<file path="src/rtl/lgss_ram.sv">
// Generic single-port-write, single-read RAM with registered read data.
`default_nettype none
module lgss_ram #(
  parameter int unsigned WIDTH = 8,
  parameter int unsigned DEPTH = 256
) (
  input  wire logic                     clk,
  input  wire logic                     we,
  input  wire logic [$clog2(DEPTH)-1:0] waddr,
  input  wire logic [WIDTH-1:0]         wdata,
  input  wire logic [$clog2(DEPTH)-1:0] raddr,
  output logic      [WIDTH-1:0]         rdata
);
  logic [WIDTH-1:0] mem [DEPTH];

  // Write port and registered read port.
  always_ff @(posedge clk) begin
    if (we) mem[waddr] <= wdata;
    rdata <= mem[raddr];
  end
endmodule
`default_nettype wire

</file>
<file path="config.mk">
export PLATFORM = sky130hd
export DESIGN_NAME = lgss_ram
export DESIGN_NICKNAME = d
export VERILOG_FILES = /design/src/rtl/lgss_ram.sv
export SDC_FILE = /design/constraint.sdc
export NUM_CORES = 2
export LEC_CHECK = 0
export BUFFER_PORTS_ARGS = -buffer_cell sky130_fd_sc_hd__buf_4
export CAP_MARGIN = 20
export CORE_UTILIZATION = 40
export DETAILED_ROUTE_END_ITERATION = 10
export GPL_TIMING_DRIVEN = 0
export SETUP_SLACK_MARGIN = 0.05
export SLEW_MARGIN = 20
export SYNTH_ARGS = -nofsm -noshare
export SYNTH_HDL_FRONTEND = slang
export SYNTH_SLANG_ARGS = --single-unit
</file>
<file path="constraint.sdc">
create_clock -name clk -period 2.9 [get_ports clk]
set_input_delay 0.29 -clock clk [delete_from_list [all_inputs] [get_ports clk]]
set_output_delay 0.29 -clock clk [all_outputs]
set_load 0.03 [all_outputs]
</file>
Word-level counts from Yosys, hierarchy flattened

Memories as Yosys holds them, arrays and structs flattened. A register that Yosys moved wholly into a read port is not among the register bits.
Index checks and enable logic that the tools add are counted.
W data, S select, Z words.

Flip-flop bits (word level): 0
Bits in writable memories: 2048
Memories kept: 1
Word-level logic and storage cells: 3

Memory list:

| name | depth | width | rd ports | clocked after Yosys merged registers in | wr ports | RTL line | text |
|---|---|---|---|---|---|---|---|
| mem  | 256   | 8     | 1        | 1                                       | 1        | 14       | `logic [WIDTH-1:0] mem [DEPTH];` |

Multiplexer cells: 2

Operator list:

| cell    | count |
|---|---|
| $mux W1 | 2 |

Logic depth before layout (Yosys ltp)

Depth after elaboration: 2
Mapped depth: 11
Depth with buffers taken out: 6

Worst setup path after synthesis

Ideal clock, no wire load.

Kind: input port to flip-flop
From: input port raddr[0]
To: register rdata[2] (read register of mem)
Stages on the path: 9
Setup time: 131 ps
Arrival time: 2097 ps
Setup slack: 672 ps
Buffers on the path: 4
Required time: 2769 ps
Cells stage by stage: buf_6 > buf_12 > buf_8 > buf_2 > mux4_2 > a22oi_1 > a21oi_1 > nor4_1 > nor4_2

RTL lines:

| item        | RTL line | text |
|---|---|---|
| from (decl) | 11       | `input wire logic [$clog2(DEPTH)-1:0] raddr,` |
| to (decl)   | 12       | `output logic [WIDTH-1:0] rdata` |

==> flow_summary.json <==
{
  "setup_slack_ns": -0.232,
  "min_path_type": "in -> reg",
  "path_buf_inv": 5,
  "start_util_pct": 40.3,
  "status": "finished, violations left",
  "final_common_cell": "edfxtp_1",
  "setup_violations": 47,
  "dpl.hpwl_um": 168000,
  "drtIter0Drc": 6688,
  "core-area_sq_mm": 0.197,
  "first_pass_iters": 8,
  "comb_power_share_pct": 6.0,
  "clkPwrFrac_pct": 41.6,
  "crit_type": "in -> reg",
  "wire_per_inst_um": 36.0,
  "slew_headroom_pct": 22.6,
  "r2r_cells": 6,
  "internal-power_mw": 48.5,
  "grt.overflow.total": 0,
  "synthArstFlopShare_pct": 0,
  "cap_violations": 0,
  "fin_nets": 4036,
  "cp_top_family": "buffers and inverters",
  "drive_gt1_share_pct": 24.4,
  "die-area_sq_mm": 0.201,
  "arrival_ns": 3.84,
  "ys_seq_area_share_pct": 77.5,
  "pwr-share-seq_pct": 52.4,
  "worstSetupStartpointType": "input port",
  "grtUsageTotal_pct": 24.4,
  "holdCritStartpoint": "waddr[6]",
  "ant_nets": 0,
  "post_cts_buffers": 0,
  "die_h_um": 448,
  "swShare_pct": 22.5,
  "cts-root-buf": "clkbuf_16",
  "critical_path_depth": 8,
  "row_count": 163,
  "critPathRequiredTime_ns": 3.61,
  "rrSetupSlack_ns": 0.11,
  "cts_buffers": 205,
  "ys_ff_latch": 2056,
  "grt_setup_unrepaired": "true",
  "period_needed_ns": 3.13,
  "die-width_um": 448,
  "gp_congestion": 0.933,
  "crit_chain": "buf_4, buf_4, clkbuf_2, clkbuf_2, clkbuf_2, a2111oi_0, nor3_1, nor4_4",
  "crit_fanout": 10,
  "hold_violations": 0,
  "synth_ff_type": "edfxtp_1",
  "yosysTopAreaCellShare_pct": 77.3,
  "grt_pass1_wl_um": 333000,
  "multiInputGateArea_sq_mm": 0.0169,
  "critPathSlowestCell": "a2111oi_0",
  "reg2reg_from": "mem[141][2]$_DFFE_PP_",
  "cp_common_cell": "clkbuf_2",
  "grt_max_degree": 118,
  "slowest_delay_ns": 0.95,
  "pin_count": 34,
  "fillers": 16500,
  "via_per_inst": 6.13,
  "clock_path_buffers": 3,
  "drc": 0,
  "fmax_ghz": 0.319,
  "finish.utilization_pct": 46.2,
  "numPortBuffers": 26,
  "area_growth_pct": 14.6,
  "critical_path.endpoint_type": "register",
  "synth_edf_count": 2048,
  "clock_skew_ns": 0.0472,
  "synth_nets": 3759,
  "switching_power_mw": 14.1,
  "power_leakage_nw": 28.0,
  "regArea_sq_mm": 0.0617,
  "layout_common_cells": "edfxtp_1 (2048), mux4_2 (454), nor2_1 (276), clkbuf_16 (206), mux2i_1 (134)",
  "drv_slew": 0,
  "routed_wl_um": 246000,
  "synth_area_per_cell_sq_um": 21.3,
  "power_density_mw_per_mm2": 686,
  "clk_latency_ns": 0.85,
  "cts_max_level": 4,
  "p_total_mw": 62.5,
  "final_cells": 6830,
  "worstSetupStartpoint": "raddr[4]",
  "r2r_end": "rdata[2]$_DFF_P_",
  "clkSlewWorstSetupHoldPaths_ns": 0.06,
  "violations": "negative setup slack",
  "cp-endpoint": "rdata[2]$_DFF_P_",
  "holdWs_ns": 0.319,
  "via_count": 41900,
  "worst_pin_slew_ns": 1.16,
  "dp_cells": 6435,
  "grt_pass1_vias": 40400,
  "yosys.area.top_type": "edfxtp_1",
  "ys_warn_count": 0,
  "antenna_found_initial": 14,
  "max-vdd-ir-drop_mv": 0.515,
  "synth.distinct_cells": 55,
  "fin_crit_sh_pct": 108,
  "netlist_area_sq_mm": 0.0796,
  "cts_tree": "built",
  "finalSetupTns_ns": -1.67,
  "synth_area_leaders": "edfxtp_1 (77%), mux4_2 (13%), mux2i_1 (1.7%)",
  "synth_cells": 3733,
  "cts_sinks": 2056
}
per-stage QoR:
step / setup slack [ns] / cell area [sq um]
global route: -0.0262 / 91200
global placement: -2.40 / 83100
finish: -0.232 / 91200
CTS: 0.0342 / 91100
detailed placement: -1.87 / 84100
floorplan: 0.672 / 79600
state kept, by name (all words and copies together) (netlist names):
signal	flops
mem	2048
rdata	8
worst min-delay path, cell delays in order:
cell and delay (ns):
buf_4 0.15, nand4_1 0.22, nor2_1 0.27
cell usage after synthesis, types with 10 or more instances:
cell type and n:
a221oi_1 13, mux4_2 454, a22oi_1 133, buf_4 27, nor4_1 24, nand4_1 10, clkbuf_1 111, o221ai_1 46
nor2b_1 31, o22ai_1 28, nor2_1 282, nor3_1 22, edfxtp_1 2048, mux2i_1 134, buf_8 13, nand3_1 34
nand2_1 33, buf_2 31, buf_1 22, o21ai_0 10, o211ai_1 10, a21oi_1 96, buf_6 21, a211oi_1 16
how the worst min path moves through the flow:
| stage | cells after the start | slack [ns] | to |
|---|---|---|---|
| 2_1_floorplan | 0 | 0.39 | mem[0][0]$_DFFE_PP_ |
| 3_3_place_gp | 1 | 0.72 | rdata[6] |
| 4_1_cts | 3 | 0.26 | mem[195][5]$_DFFE_PP_ |
| 6_report | 3 | 0.32 | mem[195][5]$_DFFE_PP_ |
| 5_1_grt | 3 | 0.33 | mem[195][5]$_DFFE_PP_ |
| 3_5_place_dp | 1 | 0.70 | mem[214][4]$_DFFE_PP_ |
cells by family after synthesis:
| family | count (synthesis) | share of synthesized area (%) |
|---|---|---|
| flops | 2056 | 77.5 |
| mux | 591 | 14.6 |
| simple gates | 466 | 2.63 |
| compound gates | 385 | 3.42 |
| buf+inv | 235 | 1.83 |
routing by layer:
metal  wire (um)  track usage [%]  vias to the layer above  part of all wire [%]
met5          67                0                        -                 0.027
met4       11600             10.4                        6                   4.7
met3       28500             6.78                      495                    12
met2      112000             37.0                     2705                    46
met1       93200             33.1                    22400                    38
li1            -                -                    16300                     -
power by group through the flow:
stage	sequential (mW)	clock [mW]	combinational [mW]
final	32.8	26.0	3.76
after global routing	32.8	27.3	3.83
after CTS	32.8	26.2	3.68
after detailed placement	33.4	0	3.59
after global placement	33.5	0	3.42
after floorplan	33.5	0	1.59
layout make-up:
cell class / instances / area share [%]
Sequential cell: 2056 / 67.6
Clock buffer: 256 / 5.86
Tap cell: 2640 / 3.62
Antenna cell: 8 / 0.0220
Multi-Input combinational cell: 1442 / 18.5
Clock inverter: 123 / 1.29
Buffer: 233 / 1.74
Timing Repair Buffer: 70 / 1.33
Inverter: 2 / 0.00823
repair_timing:
| item | in CTS | in global routing |
|---|---|---|
| pin swaps | 0 | 1 |
| hold endpoints to repair | 543 | 0 |
| endpoints found under the setup margin | 8 | 37 |
| resized for setup | 85 | 22 |
| hold buffers | 8 | 0 |
Note: power is estimated with default switching activity, not from simulation.
